--- src/design/assert_macros.svh ---
// Assertion macros used by the RTL sequencer.
`ifndef ASSERT_MACROS_SVH
`define ASSERT_MACROS_SVH

// Clocked assertion, disabled while reset is active (active-low reset).
`define ASSERT_CLK(lbl, ck, rstn, prop, msg) \
  lbl: assert property (@(posedge ck) disable iff (!rstn) prop) else $error(msg);

// Clocked check that a condition never holds outside reset.
`define ASSERT_NEVER_CLK(lbl, ck, rstn, cond, msg) \
  lbl: assert property (@(posedge ck) disable iff (!rstn) !(cond)) else $error(msg);

`endif

--- src/design/alm_pkg.sv ---
// Shared types and codes for the array linked list manager.
package alm_pkg;

  typedef enum logic {
    OP_INSERT = 1'b0,
    OP_DELETE = 1'b1
  } alm_op_t;

  typedef enum logic [1:0] {
    ST_OK    = 2'd0,
    ST_FULL  = 2'd1,
    ST_EMPTY = 2'd2
  } alm_status_t;

  // Write strobes from the sequencer to the link store
  typedef struct packed {
    logic nxt_we;
    logic prv_we;
    logic val_we;
  } alm_wr_t;

endpackage

--- src/design/alm_link_store.sv ---
// Next, prev and value stores: one write per store, one registered read of next and prev.
module alm_link_store #(
  parameter int SLOTS = 256
) (
  input  logic                           clk,
  input  alm_pkg::alm_wr_t               wr,
  input  logic [$clog2(SLOTS)-1:0]       nxt_waddr,
  input  logic [$clog2(SLOTS):0]         nxt_wdata,
  input  logic [$clog2(SLOTS)-1:0]       prv_waddr,
  input  logic [$clog2(SLOTS):0]         prv_wdata,
  input  logic [$clog2(SLOTS)-1:0]       val_waddr,
  input  logic signed [31:0]             val_wdata,
  input  logic                           rd_en,
  input  logic [$clog2(SLOTS)-1:0]       rd_addr,
  output logic [$clog2(SLOTS):0]         nxt_rdata,
  output logic [$clog2(SLOTS):0]         prv_rdata
);

  localparam int IW = $clog2(SLOTS);
  localparam int LW = IW + 1;

  logic [LW-1:0]     nxt_mem [SLOTS];
  logic [LW-1:0]     prv_mem [SLOTS];
  logic signed [31:0] val_mem [SLOTS];

  always_ff @(posedge clk) begin
    if (wr.nxt_we) begin
      nxt_mem[nxt_waddr] <= nxt_wdata;
    end
    if (rd_en) begin
      nxt_rdata <= nxt_mem[rd_addr];
    end
  end

  always_ff @(posedge clk) begin
    if (wr.prv_we) begin
      prv_mem[prv_waddr] <= prv_wdata;
    end
    if (rd_en) begin
      prv_rdata <= prv_mem[rd_addr];
    end
  end

  // element payload; kept for completeness, no result reads it
  always_ff @(posedge clk) begin
    if (wr.val_we) begin
      val_mem[val_waddr] <= val_wdata;
    end
  end

endmodule

--- config.mk ---
export PLATFORM = sky130hd
export DESIGN_NAME = alm_link_store
export DESIGN_NICKNAME = d
export VERILOG_FILES = /design/src/design/assert_macros.svh /design/src/design/alm_pkg.sv /design/src/design/alm_link_store.sv
export SDC_FILE = /design/constraint.sdc
export NUM_CORES = 2
export LEC_CHECK = 0
export BUFFER_PORTS_ARGS = -buffer_cell sky130_fd_sc_hd__buf_4
export CAP_MARGIN = 30
export CORE_MARGIN = 2
export CORE_UTILIZATION = 24
export CTS_BUF_LIST = sky130_fd_sc_hd__clkbuf_4 sky130_fd_sc_hd__clkbuf_8 sky130_fd_sc_hd__clkbuf_16
export DETAILED_ROUTE_END_ITERATION = 12
export PLACE_DENSITY = 0.41
export SETUP_SLACK_MARGIN = 0.3
export SLEW_MARGIN = 10
export SYNTH_ARGS = -nofsm -noshare
export SYNTH_HDL_FRONTEND = slang
export SYNTH_MEMORY_MAX_BITS = 65536
export SYNTH_SLANG_ARGS = --single-unit
--- constraint.sdc ---
create_clock -name clk -period 3.1 [get_ports clk]
set_input_delay 0.31 -clock clk [delete_from_list [all_inputs] [get_ports clk]]
set_output_delay 0.31 -clock clk [all_outputs]
set_load 0.05 [all_outputs]
==> insert_results.sql <==
INSERT INTO impl_metrics (metric_group, metric, value, unit) VALUES
('timing', 'fin_crit', '2.76', 'ns'),
('drt', 'vias_per_cell', '4.57', ''),
('worst_setup_path', 'critPathRequiredTime', '3.93', 'ns'),
('die', 'ioPinCount', '105', ''),
('cts', 'clk_pin_slew_worst_setup_hold_paths', '0.06', 'ns'),
('drt', 'wire_per_inst', '28.1', 'microns'),
('worst_setup_path', 'crit_end_element', 'register', ''),
('layout', 'drive_above_1_share', '32.8', '%'),
('hold_path', 'class_of_the_most_critical_hold_timing_path', 'primary input to register', ''),
('hold_path', 'hold_start', 'wr[2]', ''),
('pwr', 'pwr-share-seq', '50.4', '%'),
('timing', 'achievable-frequency', '362', 'MHz'),
('die', 'floorplan.die.height', '869', 'microns'),
('logic_synthesis', 'synthesis.instances', '8604', ''),
('worst_setup_path', 'worst-setup-path-type', 'register to register', ''),
('timing', 'report.final.setup_viol', '0', ''),
('timing', 'tightestPinTransition', '1.06', 'ns'),
('drt', 'drt_pre_antenna_iters', '5', ''),
('run', 'max_cap_viol_count', '0', ''),
('timing', 'slew-limit-headroom', '29.5', '%'),
('grt', 'gr-total-overflow', '0', ''),
('layout', 'areaGrowthSynthToFinish', '23.1', '%'),
('logic_synthesis', 'mapped_avg_cell_area', '20.9', 'sq um'),
('logic_synthesis', 'synth.yosys.seq_area_share', '77.4', '%'),
('die', 'floorplan.initialDensity', '24.1', '%'),
('outcome', 'run_status', 'complete, no violations', ''),
('logic_synthesis', 'combinational_family_with_the_most_area_after_synthesis', 'multiplexers', ''),
('timing', 'final_number_of_max_transition_violations', '0', ''),
('logic_synthesis', 'synth_simple_gate_area_share', '2.70', '%'),
('worst_setup_path', 'critical_path_arrival', '3.59', 'ns'),
('layout', 'mostFrequentLayoutCells', 'edfxtp_1 (4,626), buf_4 (1,479), mux4_2 (923)', ''),
('logic_synthesis', 'synth_async_sr_flop_share', '0', '%'),
('worst_setup_path', 'worstPathMaxFanout', '2', ''),
('cts', 'clockRootBuffer', 'clkbuf_16', ''),
('grt', 'grt_util_all_layers', '14.9', '%'),
('pwr', 'power.ir.vdd_worst', '0.679', 'mV'),
('logic_synthesis', 'synthTopCellsByArea', 'edfxtp_1 (77%), mux4_2 (12%), mux2i_1 (2.8%), nor2_1 (1.3%), o221ai_1 (0.88%)', ''),
('pwr', 'p_sw_share', '21.9', '%'),
('logic_synthesis', 'prevailing_post_synth_register_cell', 'edfxtp_1', ''),
('timing', 'worst_hold_slack', '0.208', 'ns'),
('layout', 'final_net_count', '10400', ''),
('grt', 'grt_max_degree', '124', ''),
('hold_path', 'holdPathEnd', 'nxt_mem[43][2]$_DFFE_PP_', ''),
('layout', 'final_common_cell', 'edfxtp_1', ''),
('logic_synthesis', 'postSynthNetCount', '8691', ''),
('cts', 'cts-root-to-sink-buffers', '4', ''),
('cts', 'cts-buffers-inserted', '524', ''),
('timing', 'unrepaired_setup_endpoints_after_global_routing', 'no', ''),
('pwr', 'internal-power', '107000', 'uW'),
('timing', 'finalCritPeriodShare', '89.1', '%'),
('logic_synthesis', 'postSynthRegisterBits', '4626', ''),
('die', 'placementRows', '317', ''),
('worst_setup_path', 'timing.reg2reg.setup_slack', '0.34', 'ns'),
('place', 'quantity_of_i_o_buffers_inserted_on_ports', '63', ''),
('die', 'area_of_the_core', '0.745', 'sq mm'),
('pwr', 'pwr-share-clk', '43.7', '%'),
('logic_synthesis', 'ys.warnings.count', '0', ''),
('place', 'place.detailed.hpwl', '390000', 'microns'),
('logic_synthesis', 'synth_area', '0.180', 'sq mm'),
('timing', 'finalHoldViolCount', '0', ''),
('die', 'fp.dieArea', '0.755', 'sq mm'),
('worst_setup_path', 'worst_reg2reg_path_length_in_cells', '8', ''),
('logic_synthesis', 'synth_enable_flop_cells', '4626', ''),
('pwr', 'netSwitchingPower', '30000', 'uW'),
('pwr', 'p_per_area', '620', 'mW/mm^2'),
('pwr', 'design_power_total', '137000', 'uW'),
('drt', 'vias', '94200', ''),
('logic_synthesis', 'synth_top_area_share', '77.4', '%'),
('logic_synthesis', 'synth_xor_area_share', '0', '%'),
('grt', 'global_route_wire_length_before_repair', '799000', 'microns'),
('timing', 'clock-skew-final', '0.0571', 'ns');
-- synth_stat cells, drive strengths merged (2+ instances only) --
cell type and n:
nor3 197, o41ai 4, nand2b 15, o21ai 80, nor2 609, inv 4, o22ai 118, or3b 3
a31oi 5, a22oi 172, nand4bb 3, o311ai 10, nand4 16, mux2 41, a32oi 4, or4 11
buf 272, nand2 89, o311a 3, nor4 48, nor2b 18, mux4 927, and3b 2, edfxtp 4626
and2 4, nand3b 3, a211oi 25, mux2i 508, a22o 14, o211ai 5, clkbuf 260, a2111oi 5
nand3 42, o32ai 8, nand4b 3, o221ai 184, a211o 15, o22a 4, a21oi 167, or2 5
o31ai 3, a221oi 45, and3 17
-- kinds of logic after synthesis --
logic type,count (synthesis)
simple gates,1089
buf+inv,536
mux,1476
flops,4626
compound gates,877
-- power groups by stage --
stage,Combinational (uW),Sequential [uW],Clock [uW]
3_5_place_dp,8110,70400,0
6_report,8000,69100,59900
3_3_place_gp,8010,70400,0
4_1_cts,8200,69100,61500
2_1_floorplan,3330,70500,0
5_1_grt,8450,69100,63900
-- layer usage --
metal | vias up | part of all wire [%] | track usage, %
met4 | 12 | 2.4 | 3.45
li1 | 39700 | - | -
met1 | 51200 | 44 | 20.4
met3 | 665 | 4.8 | 2.11
met2 | 2631 | 49 | 25.0
met5 | - | 0.014 | 0
-- final cells by class --
type | count | area (sq um)
Antenna cell | 26 | 65.1
Inverter | 4 | 28.8
Clock inverter | 241 | 1860
Fill cell | 72500 | 524000
Tap cell | 9889 | 12400
Sequential cell | 4626 | 139000
Timing Repair Buffer | 1718 | 15300
Clock buffer | 671 | 14600
Multi-Input combinational cell | 3442 | 37800
-- flip-flops by register name (all words and copies together), names as in the netlist --
| register | flops |
|---|---|
| nxt_mem | 2304 |
| prv_mem | 2304 |
| nxt_rdata | 9 |
| prv_rdata | 9 |
-- critical path: stages, from the launching register on --
cell and delay, ns:
edfxtp_1 0.33, mux2i_1 0.06, o22ai_1 0.33, a22o_1 0.32, o22ai_1 0.23, nor4_1 0.48
o311ai_1 0.34, buf_12 0.23, nor3_1 0.21
-- repair_timing --
item,in CTS,in global routing
hold buffers,40,0
endpoints found under the hold margin,2102,0
pin swaps,1,2
resized for setup,19,7
endpoints found under the setup margin,7,5
-- worst max path at each step --
stage                     depth (start not counted)  slack [ns]                 startpoint                     end
final                                             8        0.34  nxt_mem[241][3]$_DFFE_PP_  nxt_rdata[3]$_DFFE_PP_
after CTS                                         9        0.28  nxt_mem[232][7]$_DFFE_PP_  nxt_rdata[7]$_DFFE_PP_
after global placement                           10       -1.77                 rd_addr[0]  nxt_rdata[4]$_DFFE_PP_
after floorplan                                  10        0.45                 rd_addr[0]  nxt_rdata[4]$_DFFE_PP_
after global routing                              9        0.30    nxt_mem[3][2]$_DFFE_PP_  nxt_rdata[2]$_DFFE_PP_
after detailed placement                         11       -0.95                 rd_addr[0]  nxt_rdata[7]$_DFFE_PP_
-- per-stage QoR --
step                      std cells  utilization (%)  setup TNS [ns]  cell area [sq um]  worst slack [ns]
after floorplan                8604                -               0             180000             0.453
after global placement        19600             27.3          -13.06             204000             -1.77
after detailed placement      19600             27.4          -11.02             204000            -0.951
after CTS                     20600             29.6               0             221000             0.279
after global routing          20600             29.6               0             221000             0.302
final                         20600             29.6               0             221000             0.339
No activity file was read; power rests on OpenSTA's default activity.
