$ cat config.mk
export PLATFORM = sky130hd
export DESIGN_NAME = alm_seq
export DESIGN_NICKNAME = d
export VERILOG_FILES = /design/src/design/alm_pkg.sv /design/src/design/alm_seq.sv
export VERILOG_INCLUDE_DIRS = /design/src /design/src/design
export SDC_FILE = /design/constraint.sdc
export NUM_CORES = 1
export LEC_CHECK = 0
export ABC_AREA = 1
export BUFFER_PORTS_ARGS = -buffer_cell sky130_fd_sc_hd__buf_4
export CORE_MARGIN = 5
export CORE_UTILIZATION = 35
export DETAILED_ROUTE_END_ITERATION = 12
export GPL_ROUTABILITY_DRIVEN = 0
export PLACE_DENSITY = 0.65
export REMOVE_ABC_BUFFERS = 1
export SYNTH_ARGS = -nofsm -noshare
export SYNTH_HDL_FRONTEND = slang
export SYNTH_SLANG_ARGS = --single-unit
$ cat constraint.sdc
create_clock -name clk -period 2.95 [get_ports clk]
set_input_delay 0 -clock clk [delete_from_list [all_inputs] [get_ports clk]]
set_output_delay 0 -clock clk [all_outputs]
set_load 0.005 [all_outputs]
$ cat src/design/assert_macros.svh
// Assertion macros used by the RTL sequencer.
`ifndef ASSERT_MACROS_SVH
`define ASSERT_MACROS_SVH

// Clocked assertion, disabled while reset is active (active-low reset).
`define ASSERT_CLK(lbl, ck, rstn, prop, msg) \
  lbl: assert property (@(posedge ck) disable iff (!rstn) prop) else $error(msg);

// Clocked check that a condition never holds outside reset.
`define ASSERT_NEVER_CLK(lbl, ck, rstn, cond, msg) \
  lbl: assert property (@(posedge ck) disable iff (!rstn) !(cond)) else $error(msg);

`endif

$ cat src/design/alm_pkg.sv
// Shared types and codes for the array linked list manager.
package alm_pkg;

  typedef enum logic {
    OP_INSERT = 1'b0,
    OP_DELETE = 1'b1
  } alm_op_t;

  typedef enum logic [1:0] {
    ST_OK    = 2'd0,
    ST_FULL  = 2'd1,
    ST_EMPTY = 2'd2
  } alm_status_t;

  // Write strobes from the sequencer to the link store
  typedef struct packed {
    logic nxt_we;
    logic prv_we;
    logic val_we;
  } alm_wr_t;

endpackage

$ cat src/design/alm_seq.sv
// Sequencer: clearing pass, link update steps, pointers and result register.
`include "assert_macros.svh"

module alm_seq #(
  parameter int SLOTS = 256
) (
  input  logic                        clk,
  input  logic                        rst_n,
  input  logic                        in_valid,
  output logic                        in_ready,
  input  logic                        in_opcode,
  input  logic signed [31:0]          in_value,
  input  logic [7:0]                  in_slot_index,
  output logic                        out_valid,
  input  logic                        out_ready,
  output logic [1:0]                  out_status,
  output logic [7:0]                  out_slot_used,
  output logic [7:0]                  out_head_slot,
  output logic                        out_list_empty,
  output alm_pkg::alm_wr_t            wr,
  output logic [$clog2(SLOTS)-1:0]    nxt_waddr,
  output logic [$clog2(SLOTS):0]      nxt_wdata,
  output logic [$clog2(SLOTS)-1:0]    prv_waddr,
  output logic [$clog2(SLOTS):0]      prv_wdata,
  output logic [$clog2(SLOTS)-1:0]    val_waddr,
  output logic signed [31:0]          val_wdata,
  output logic                        rd_en,
  output logic [$clog2(SLOTS)-1:0]    rd_addr,
  input  logic [$clog2(SLOTS):0]      nxt_rdata,
  input  logic [$clog2(SLOTS):0]      prv_rdata
);

  localparam int IW = $clog2(SLOTS);
  localparam int LW = IW + 1;
  localparam logic [LW-1:0] NULL_LINK = LW'(SLOTS);
  localparam logic [IW-1:0] LAST_SLOT = IW'(SLOTS - 1);

  typedef enum logic [5:0] {
    S_CLEAR = 6'b000001,
    S_IDLE  = 6'b000010,
    S_WR1   = 6'b000100,
    S_WR2   = 6'b001000,
    S_WR3   = 6'b010000,
    S_DONE  = 6'b100000
  } state_t;

  function automatic logic is_null(input logic [LW-1:0] link);
    is_null = (link >= NULL_LINK);
  endfunction

  state_t                state_r, state_nxt;
  logic [IW-1:0]         clr_r, clr_nxt;
  logic [LW-1:0]         head_r, head_nxt;
  logic [LW-1:0]         free_r, free_nxt;
  alm_pkg::alm_op_t      op_r, op_nxt;
  logic [IW-1:0]         slot_r, slot_nxt;
  alm_pkg::alm_status_t  status_r, status_nxt;
  logic                  out_valid_r, out_valid_nxt;
  logic [1:0]            out_status_r;
  logic [7:0]            out_slot_r;
  logic [7:0]            out_head_r;
  logic                  out_empty_r;

  logic [IW-1:0]         slot_mod;
  logic                  in_fire;
  logic                  in_ins;
  logic                  ins;
  logic [LW-1:0]         other;
  logic [LW-1:0]         slot_link;
  logic                  out_free;
  logic                  ld;
  logic [IW+7:0]         slot_ext;
  logic [IW+7:0]         head_ext;

  // slot_index modulo SLOTS
  generate
    if (SLOTS >= 256) begin : g_wide
      assign slot_mod = IW'(in_slot_index);
    end else begin : g_narrow
      localparam logic [8:0] SLOTS9 = 9'(SLOTS);
      logic [8:0] rem;
      always_comb begin
        rem = '0;
        for (int i = 7; i >= 0; i--) begin
          rem = {rem[7:0], in_slot_index[i]};
          if (rem >= SLOTS9) begin
            rem = rem - SLOTS9;
          end
        end
      end
      assign slot_mod = IW'(rem);
    end
  endgenerate

  assign in_ready  = (state_r == S_IDLE);
  assign in_fire   = in_valid && in_ready;
  assign in_ins    = (alm_pkg::alm_op_t'(in_opcode) == alm_pkg::OP_INSERT);
  assign ins       = (op_r == alm_pkg::OP_INSERT);
  // insert links to the old head, delete links to the old free head
  assign other     = ins ? head_r : free_r;
  assign slot_link = {1'b0, slot_r};
  assign out_free  = !out_valid_r || out_ready;
  assign ld        = ((state_r == S_WR3) || (state_r == S_DONE)) && out_free;

  assign rd_en   = in_fire;
  assign rd_addr = in_ins ? free_r[IW-1:0] : slot_mod;

  assign val_waddr = free_r[IW-1:0];
  assign val_wdata = in_value;

  // memory write port steering
  always_comb begin
    wr        = '0;
    nxt_waddr = '0;
    nxt_wdata = '0;
    prv_waddr = '0;
    prv_wdata = '0;
    wr.val_we = in_fire && in_ins && !is_null(free_r);
    unique case (state_r)
      S_CLEAR: begin
        wr.nxt_we = 1'b1;
        wr.prv_we = 1'b1;
        nxt_waddr = clr_r;
        nxt_wdata = {1'b0, clr_r} + LW'(1);
        prv_waddr = clr_r;
        prv_wdata = (clr_r == '0) ? NULL_LINK : {1'b0, clr_r} - LW'(1);
      end
      S_WR1: begin
        // insert: prev[next free] = null; delete: prev[after] = before
        wr.prv_we = !is_null(nxt_rdata);
        prv_waddr = nxt_rdata[IW-1:0];
        prv_wdata = ins ? NULL_LINK : prv_rdata;
        // delete: next[before] = after
        wr.nxt_we = !ins && !is_null(prv_rdata);
        nxt_waddr = prv_rdata[IW-1:0];
        nxt_wdata = nxt_rdata;
      end
      S_WR2: begin
        wr.nxt_we = 1'b1;
        nxt_waddr = slot_r;
        nxt_wdata = other;
        wr.prv_we = 1'b1;
        prv_waddr = slot_r;
        prv_wdata = NULL_LINK;
      end
      S_WR3: begin
        wr.prv_we = !is_null(other);
        prv_waddr = other[IW-1:0];
        prv_wdata = slot_link;
      end
      S_IDLE, S_DONE: begin
      end
      default: begin
      end
    endcase
  end

  // sequencer and pointer updates
  always_comb begin
    state_nxt     = state_r;
    clr_nxt       = clr_r;
    head_nxt      = head_r;
    free_nxt      = free_r;
    op_nxt        = op_r;
    slot_nxt      = slot_r;
    status_nxt    = status_r;
    out_valid_nxt = out_valid_r;
    if (out_valid_r && out_ready) begin
      out_valid_nxt = 1'b0;
    end
    if (ld) begin
      out_valid_nxt = 1'b1;
    end
    unique case (state_r)
      S_CLEAR: begin
        clr_nxt = clr_r + IW'(1);
        if (clr_r == LAST_SLOT) begin
          state_nxt = S_IDLE;
        end
      end
      S_IDLE: begin
        if (in_fire) begin
          op_nxt   = alm_pkg::alm_op_t'(in_opcode);
          slot_nxt = in_ins ? free_r[IW-1:0] : slot_mod;
          priority if (in_ins && is_null(free_r)) begin
            status_nxt = alm_pkg::ST_FULL;
            state_nxt  = S_DONE;
          end else if (!in_ins && is_null(head_r)) begin
            status_nxt = alm_pkg::ST_EMPTY;
            state_nxt  = S_DONE;
          end else begin
            status_nxt = alm_pkg::ST_OK;
            state_nxt  = S_WR1;
          end
        end
      end
      S_WR1: begin
        if (ins) begin
          free_nxt = nxt_rdata;
        end else if (is_null(prv_rdata)) begin
          head_nxt = nxt_rdata;
        end
        state_nxt = S_WR2;
      end
      S_WR2: begin
        state_nxt = S_WR3;
      end
      S_WR3: begin
        if (ins) begin
          head_nxt = slot_link;
        end else begin
          free_nxt = slot_link;
        end
        state_nxt = ld ? S_IDLE : S_DONE;
      end
      S_DONE: begin
        if (ld) begin
          state_nxt = S_IDLE;
        end
      end
      default: begin
        state_nxt = S_CLEAR;
      end
    endcase
  end

  assign slot_ext = {8'd0, slot_r};
  assign head_ext = {8'd0, head_nxt[IW-1:0]};

  always_ff @(posedge clk) begin
    if (!rst_n) begin
      state_r     <= S_CLEAR;
      clr_r       <= '0;
      head_r      <= NULL_LINK;
      free_r      <= '0;
      out_valid_r <= 1'b0;
    end else begin
      state_r     <= state_nxt;
      clr_r       <= clr_nxt;
      head_r      <= head_nxt;
      free_r      <= free_nxt;
      out_valid_r <= out_valid_nxt;
    end
  end

  always_ff @(posedge clk) begin
    op_r     <= op_nxt;
    slot_r   <= slot_nxt;
    status_r <= status_nxt;
    if (ld) begin
      out_status_r <= status_r;
      out_slot_r   <= (status_r == alm_pkg::ST_OK) ? slot_ext[7:0] : 8'd0;
      out_head_r   <= is_null(head_nxt) ? 8'd0 : head_ext[7:0];
      out_empty_r  <= is_null(head_nxt);
    end
  end

  assign out_valid      = out_valid_r;
  assign out_status     = out_status_r;
  assign out_slot_used  = out_slot_r;
  assign out_head_slot  = out_head_r;
  assign out_list_empty = out_empty_r;

  `ASSERT_CLK(a_busy_after_beat, clk, rst_n, in_valid && in_ready |=> !in_ready, "ready after beat")
  `ASSERT_NEVER_CLK(a_bad_link, clk, rst_n, (wr.nxt_we && (nxt_wdata > NULL_LINK)) || (wr.prv_we && (prv_wdata > NULL_LINK)), "link out of range")
  `ASSERT_CLK(a_err_no_change, clk, rst_n, in_fire && ((in_ins && is_null(free_r)) || (!in_ins && is_null(head_r))) |=> $stable(head_r) && $stable(free_r), "state changed on error")
  `ASSERT_NEVER_CLK(a_clear_quiet, clk, rst_n, (state_r == S_CLEAR) && (out_valid_r || wr.val_we), "activity during clear")

endmodule

==> impl_metrics.ini, run 1 <==
[synthesis]
synth_area_sq_um = 4310
synth_top_area_share_pct = 20.9
post_synth_fa_ha_maj_area_fraction_pct = 0.871
async_reset_ff_share_pct = 0
synth_area_leaders = edfxtp_1 (21%), nand2_1 (17%), dfxtp_1 (15%)
yosysSeqAreaShare_pct = 36.2
yosys.cell_count.top_type = nand2_1
synth_edf_count = 30
synth_xor_area_share_pct = 0.406
ys_warn_count = 0
synth_cell_type_count = 39
muxShareOfSynthArea_pct = 0
synth-main-ff-cell = dfxtp_1
synth_compound_area_share_pct = 10.6
synth-simple-area-share_pct = 35.5
ys_ff_latch = 63
synth_common_cells = nand2_1 (191), nor2_1 (77), inv_1 (69), nand3_1 (58), o21ai_0 (43)
netlist_instances = 640
synth_top_family_by_area = simple AND/OR/NAND/NOR gates
syn_area_per_cell_sq_um = 6.73
yosysTopAreaCell = edfxtp_1

[worst_setup_path]
r2r-start = state_r[3]$_SDFFE_PN0P_
cp_max_fo = 25
path_class = flop to output port
critPathLaunch = state_r[3]$_SDFFE_PN0P_
reg2reg_depth = 6
start_kind = flop
crit_required_ns = 2.95
r2r-end = out_head_slot[3]$_SDFFCE_PP0P_
rrSetupSlack_ns = 1.01
critPathArrivalTime_ns = 2.31
worstSetupEndpointType = output port

[pwr]
p_per_area_nw_per_um2 = 634
leakage_nw = 2.50
irDropWorstVdd_v = 0.000368

[layout]
fin_util_pct = 43.4
multi_input_comb_area_sq_um = 2040
n_antenna_cell = 0
regArea_sq_um = 1560
nFillCells = 1197
final_nets = 765
layout-drive-gt1-share_pct = 20.0
area_delta_synth_final_pct = 21.4

[global_routing]
overflow = 0
antenna_found_initial = 0
grt_pass1_wl_um = 23800
grt_pass1_vias = 4346
grt_max_degree = 37
grt_usage_pct = 21.0

[clock_network]
clk_pin_slew_ns = 0.05
cts_tree = built
postCtsHoldBufs = 4
post_cts_buffers = 0
cts-buffers-inserted = 9
cts_buffer_depth = 2
ctsHtreeMaxLevel = 3
insertion_delay_ns = 0.33
cts-root-buf = clkbuf_16
cts_sinks = 63
cts_resized = 0

[timing]
relSlewSlack_pct = 47.4
max_freq_mhz = 433
worstMarginPinSlew_ns = 0.789
skew_ns = 0.00632
final_hold_viol_count = 0
fin_setup_tns_ns = 0
period_needed_ns = 2.31
rsz0062_at_grt = no
period_share_pct = 78.2
setup_viol = 0
slew_viol_final = 0

[die]
start_util_pct = 35.7
die_h_um = 121
core-area_sq_um = 12100
die_w_um = 121
placementRows = 40
ios = 170
dieArea_sq_um = 14600

[min_path]
hold_class = input port to output port
hp-start = in_value[23]
whs_endpoint = val_wdata[23]
whs_path_depth = 0

[status]
status = finished, final reports clean

[route]
drc = 0
ant_nets = 0
dr.first_iter.drc_count = 436
drtPass1Iterations = 5
viasPerCell = 5.24
drt-total-wl_um = 15600
wl_per_cell_um = 17.9
vias = 4571

[place]
dp_hpwl_um = 11700
port_buffers = 105

[job]
max_cap_violations = 0
[per-stage QoR]
stage / area, sq um / instances / hold WS [ns] / worst slack [ns] / power [mW]
after floorplan: 3890 / 576 / 0 / 0.733 / 1.69
after global placement: 4910 / 852 / 0.000111 / 1.14 / 2.26
after detailed placement: 4910 / 852 / 0.000111 / 1.07 / 2.28
after CTS: 5230 / 872 / 0.000111 / 0.724 / 3.31
after global routing: 5230 / 872 / 0.0000649 / 0.562 / 3.46
final: 5230 / 872 / 0.0000532 / 0.642 / 3.32
[critical path: stages, from the launching register on]
cell     delay, ns
dfxtp_1       0.34
nor2_4        0.25
nand3_2       0.48
a21oi_2       0.49
nand2_1       0.17
nand3_1       0.11
buf_4         0.12
[cell usage in the layout, fill, tap and decap left out, types with 2 or more instances in the layout]
cell type,count
dlygate4sd3_1,4
ha_1,3
nand2_1,191
nor2_1,77
buf_4,108
nor2_4,4
o21bai_1,7
o22ai_1,7
o211ai_1,3
nand3_1,58
a21oi_2,2
nand3_4,3
edfxtp_1,30
inv_1,69
a21oi_1,15
nand4_1,6
o21ai_0,43
dfxtp_1,33
nor3_1,3
clkbuf_1,3
clkinv_1,2
xor2_1,2
clkbuf_16,9
inv_2,2
nand2_2,2
or2_2,2
nand3_2,2
[report_power, final]
group          switching (mW)  internal, mW  leakage (nW)  total [mW]
clock network           0.379         0.650         0.134        1.03
logic                   0.749         0.516          1.83        1.27
registers              0.0532         0.970         0.541        1.02
total                    1.18          2.14          2.50        3.32
[routing by layer]
metal  GRT usage, %  up-vias  routed length [um]
li1               -     2132                   -
met5              0        -                   0
met3           8.21       33                2120
met4           7.22        0                 363
met2           32.0      332                6840
met1           27.1     2074                6320
[area by class of cell]
cell class / instances / share of cell area [%]
multi-input combinational: 439 / 39.0
tap: 168 / 4.02
clock inverter: 4 / 0.885
clock buffer: 12 / 4.52
timing repair buffer: 112 / 16.3
inverter: 74 / 5.45
sequential: 63 / 29.8
[worst max-delay path by stage]
stage                                      to  slack (ns)  cells past startpoint
3_3_place_gp   out_head_slot[7]$_SDFFCE_PP0P_        1.14                      6
4_1_cts                          prv_wdata[5]        0.72                      6
2_1_floorplan  out_head_slot[0]$_SDFFCE_PP0P_        0.73                      3
5_1_grt                          prv_wdata[4]        0.56                      6
3_5_place_dp   out_head_slot[3]$_SDFFCE_PP0P_        1.07                      6
6_report                         prv_wdata[5]        0.64                      6
[registers in the layout, summed over array words and instances, names as in the netlist, 6 cells and up]
register	flops
state_r	6
out_slot_used	8
out_head_slot	8
free_r	9
clr_r	8
slot_r	8
head_r	9
[logic make-up (layout without fill, tap and decap cells)]
group,count (synthesis),after routing
simple gates,353,353
buf+inv,138,202
compound gates,81,81
flops,63,63
fa+ha+maj,3,3
xor+xnor,2,2
Note: power is estimated with default switching activity, not from simulation.
==> run 2, diff against run 1 <==
- ABC_AREA: 1 -> 0
- PLACE_DENSITY: 0.65 -> 0.67
- clock period: 2.95 -> 1.9 ns (I/O delays scaled with it)
==> run 2 against run 1 <==
The flow now finishes with violations (negative setup slack). Sequential share of layout area is 5.1 points lower. Synthesized cell count is 29% lower. Sequential power grew 39%. Routed wire length rose by 14%. Clock skew rose by 0.0047 ns. Global-route usage is 1.8 points higher. Non-clock buffer count is 103 higher.
==> impl_metrics.ini, run 2 <==
[synthesis]
yosysTopAreaCell = edfxtp_1
yosys.cell_count.top_type = buf_4
synth_edf_count = 30
synth_area_leaders = edfxtp_1 (22%), dfxtp_1 (16%), buf_4 (7.9%)
ys_ff_latch = 63
ys_warn_count = 0
synth_cell_type_count = 65
synth_top_area_share_pct = 21.6
syn_area_per_cell_sq_um = 9.15
synth_area_sq_um = 4170
yosysSeqAreaShare_pct = 37.4
synth_common_cells = buf_4 (44), nand2_1 (40), dfxtp_1 (33), edfxtp_1 (30), o211ai_1 (27)
synth-main-ff-cell = dfxtp_1
async_reset_ff_share_pct = 0
netlist_instances = 456

[route]
viasPerCell = 5.99
drt-total-wl_um = 17800
drtPass1Iterations = 6
ant_nets = 0
vias = 4504
wl_per_cell_um = 23.7
drc = 0
dr.first_iter.drc_count = 550

[layout]
reg.largest.list = free_r: 9 flops, head_r: 9 flops
regArea_sq_um = 1580
fin_util_pct = 55.2
final_nets = 671
nFillCells = 948
n_antenna_cell = 0
multi_input_comb_area_sq_um = 2450
final_cell_mix = buf_4 (169), edfxtp_1 (30), o211ai_1 (27)
layout-drive-gt1-share_pct = 50.9
area_delta_synth_final_pct = 53.0
mostFrequentLayoutCell = buf_4

[worst_setup_path]
r2r-start = state_r[5]$_SDFFE_PN0P_
max_stage_delay_ns = 0.56
path_class = flop to output port
critPathArrivalTime_ns = 2.18
reg2reg_depth = 7
critPathLaunch = state_r[5]$_SDFFE_PN0P_
crit_slowest_cell = or4_4
worstSetupEndpointType = output port
start_kind = flop
crit_required_ns = 1.90
cp_max_fo = 6
path_cells = or4_4, buf_4, nor2_4, buf_6, nand2_1, o221ai_2, buf_4
cp_common_cell = buf_4

[global_routing]
grt_usage_pct = 22.8
antenna_found_initial = 0
overflow = 0
grt_max_degree = 21
grt_pass1_vias = 4393
grt_pass1_wl_um = 25200

[timing]
rsz0062_at_grt = yes
setup_viol = 74
fin_setup_tns_ns = -6.80
slew_viol_final = 0
max_freq_mhz = 458
final_hold_viol_count = 0
relSlewSlack_pct = 63.8
worstMarginPinSlew_ns = 0.542
period_needed_ns = 2.18
skew_ns = 0.0110
finalWorstSetupSlack_ns = -0.284
period_share_pct = 115

[place]
dp_hpwl_um = 11900
port_buffers = 105

[min_path]
hold_class = input port to output port
whs_path_depth = 0
hp-start = in_value[14]

[pwr]
p_per_area_nw_per_um2 = 535
irDropWorstVdd_v = 0.000369
leakage_nw = 2.63

[clock_network]
cts-buffers-inserted = 9
cts-root-buf = clkbuf_16
clk_pin_slew_ns = 0.06
cts_tree = built
cts_sinks = 63
ctsHtreeMaxLevel = 3
insertion_delay_ns = 0.33
cts_buffer_depth = 2

[status]
failed_checks = negative setup slack
status = complete, but fails checks

[die]
ios = 170
start_util_pct = 36.1
placementRows = 39
core-area_sq_um = 11600
die_w_um = 119
die_h_um = 119
dieArea_sq_um = 14200

[job]
max_cap_violations = 0
-- run 2: changes by cell type in the layout (fill, tap and decap cells not counted), sizes merged, moves of 11 or more --
| cell | change |
|---|---|
| and2 | +21 |
| o211ai | +24 |
| xnor2 | +13 |
| dlygate4sd3 | +11 |
| nor2 | -61 |
| nand3 | -43 |
| o21ai | -24 |
| buf | +90 |
| o221ai | +12 |
| nand2 | -153 |
| inv | -59 |
-- run 2: critical path: cells and delay by family, from the launching register on --
kind / cells / cell delay [ns]
compound gates: 1 / 0.14
buf+inv: 3 / 0.51
flops: 1 / 0.37
simple gates: 3 / 0.82
-- run 2: path summary, 6_finish.rpt --
kind | slack (ns) | end
max | -0.28 | prv_wdata[6]
min | 0.00005 | val_wdata[14]
max reg2reg | -0.12 | out_head_slot[1]$_SDFFCE_PP0P_
min reg2reg | 0.45 | out_status[0]$_DFFE_PP_
-- run 2: cells by family (layout without fill, tap and decap cells) --
family | after synthesis | after routing | synth area share, %
and+or+nand+nor | 156 | 156 | 21.7
AOI/OAI and AO/OA | 107 | 107 | 18.8
buffers and inverters | 91 | 244 | 12.9
DFF | 63 | 63 | 37.4
xor gates and xnor gates | 20 | 20 | 4.20
muxes | 16 | 16 | 4.08
adders and majority gates | 3 | 3 | 0.900
-- run 2: area by class of cell --
cell class	instances	area share, %
Tap cell	143	2.80
Inverter	14	0.882
Multi-Input combinational cell	302	38.4
Timing Repair Buffer	215	29.0
Sequential cell	63	24.8
Clock inverter	4	0.353
Clock buffer	11	3.80
-- run 2: power breakdown --
| part | switching [mW] | internal [mW] | total [mW] | leakage [nW] |
|---|---|---|---|---|
| sequential | 0.00729 | 1.42 | 1.42 | 0.550 |
| clock | 0.593 | 0.903 | 1.50 | 0.131 |
| combinational | 0.234 | 0.260 | 0.494 | 1.95 |
-- run 2: per-stage QoR --
step | hold WS [ns] | cells | setup WS, ns | power, mW | instance area [sq um]
2_1_floorplan | 0 | 379 | -0.470 | 1.62 | 3690
3_3_place_gp | 0.0000453 | 679 | 0.0125 | 1.86 | 5070
3_5_place_dp | 0.0000453 | 679 | -0.0221 | 1.86 | 5070
4_1_cts | 0.0000453 | 734 | -0.170 | 3.37 | 6000
5_1_grt | 0.0000439 | 752 | -0.290 | 3.51 | 6380
6_report | 0.0000456 | 752 | -0.284 | 3.41 | 6380
-- run 2: timing repair --
| action | CTS | global route |
|---|---|---|
| endpoints found under the hold margin | 14 | 1 |
| setup endpoints to repair | 43 | 79 |
| hold buffers | 14 | 1 |
| gates resized for setup | 79 | 49 |
| setup buffers | 25 | 15 |
| cloned | 1 | 5 |
| pin swaps | 18 | 27 |
-- run 2: routing by layer --
metal	track usage [%]	up-vias	wire length, um
li1	-	1933	-
met1	28.6	2153	6850
met2	35.5	343	8100
met3	9.76	73	2250
met4	6.73	2	613
met5	3.13	-	40
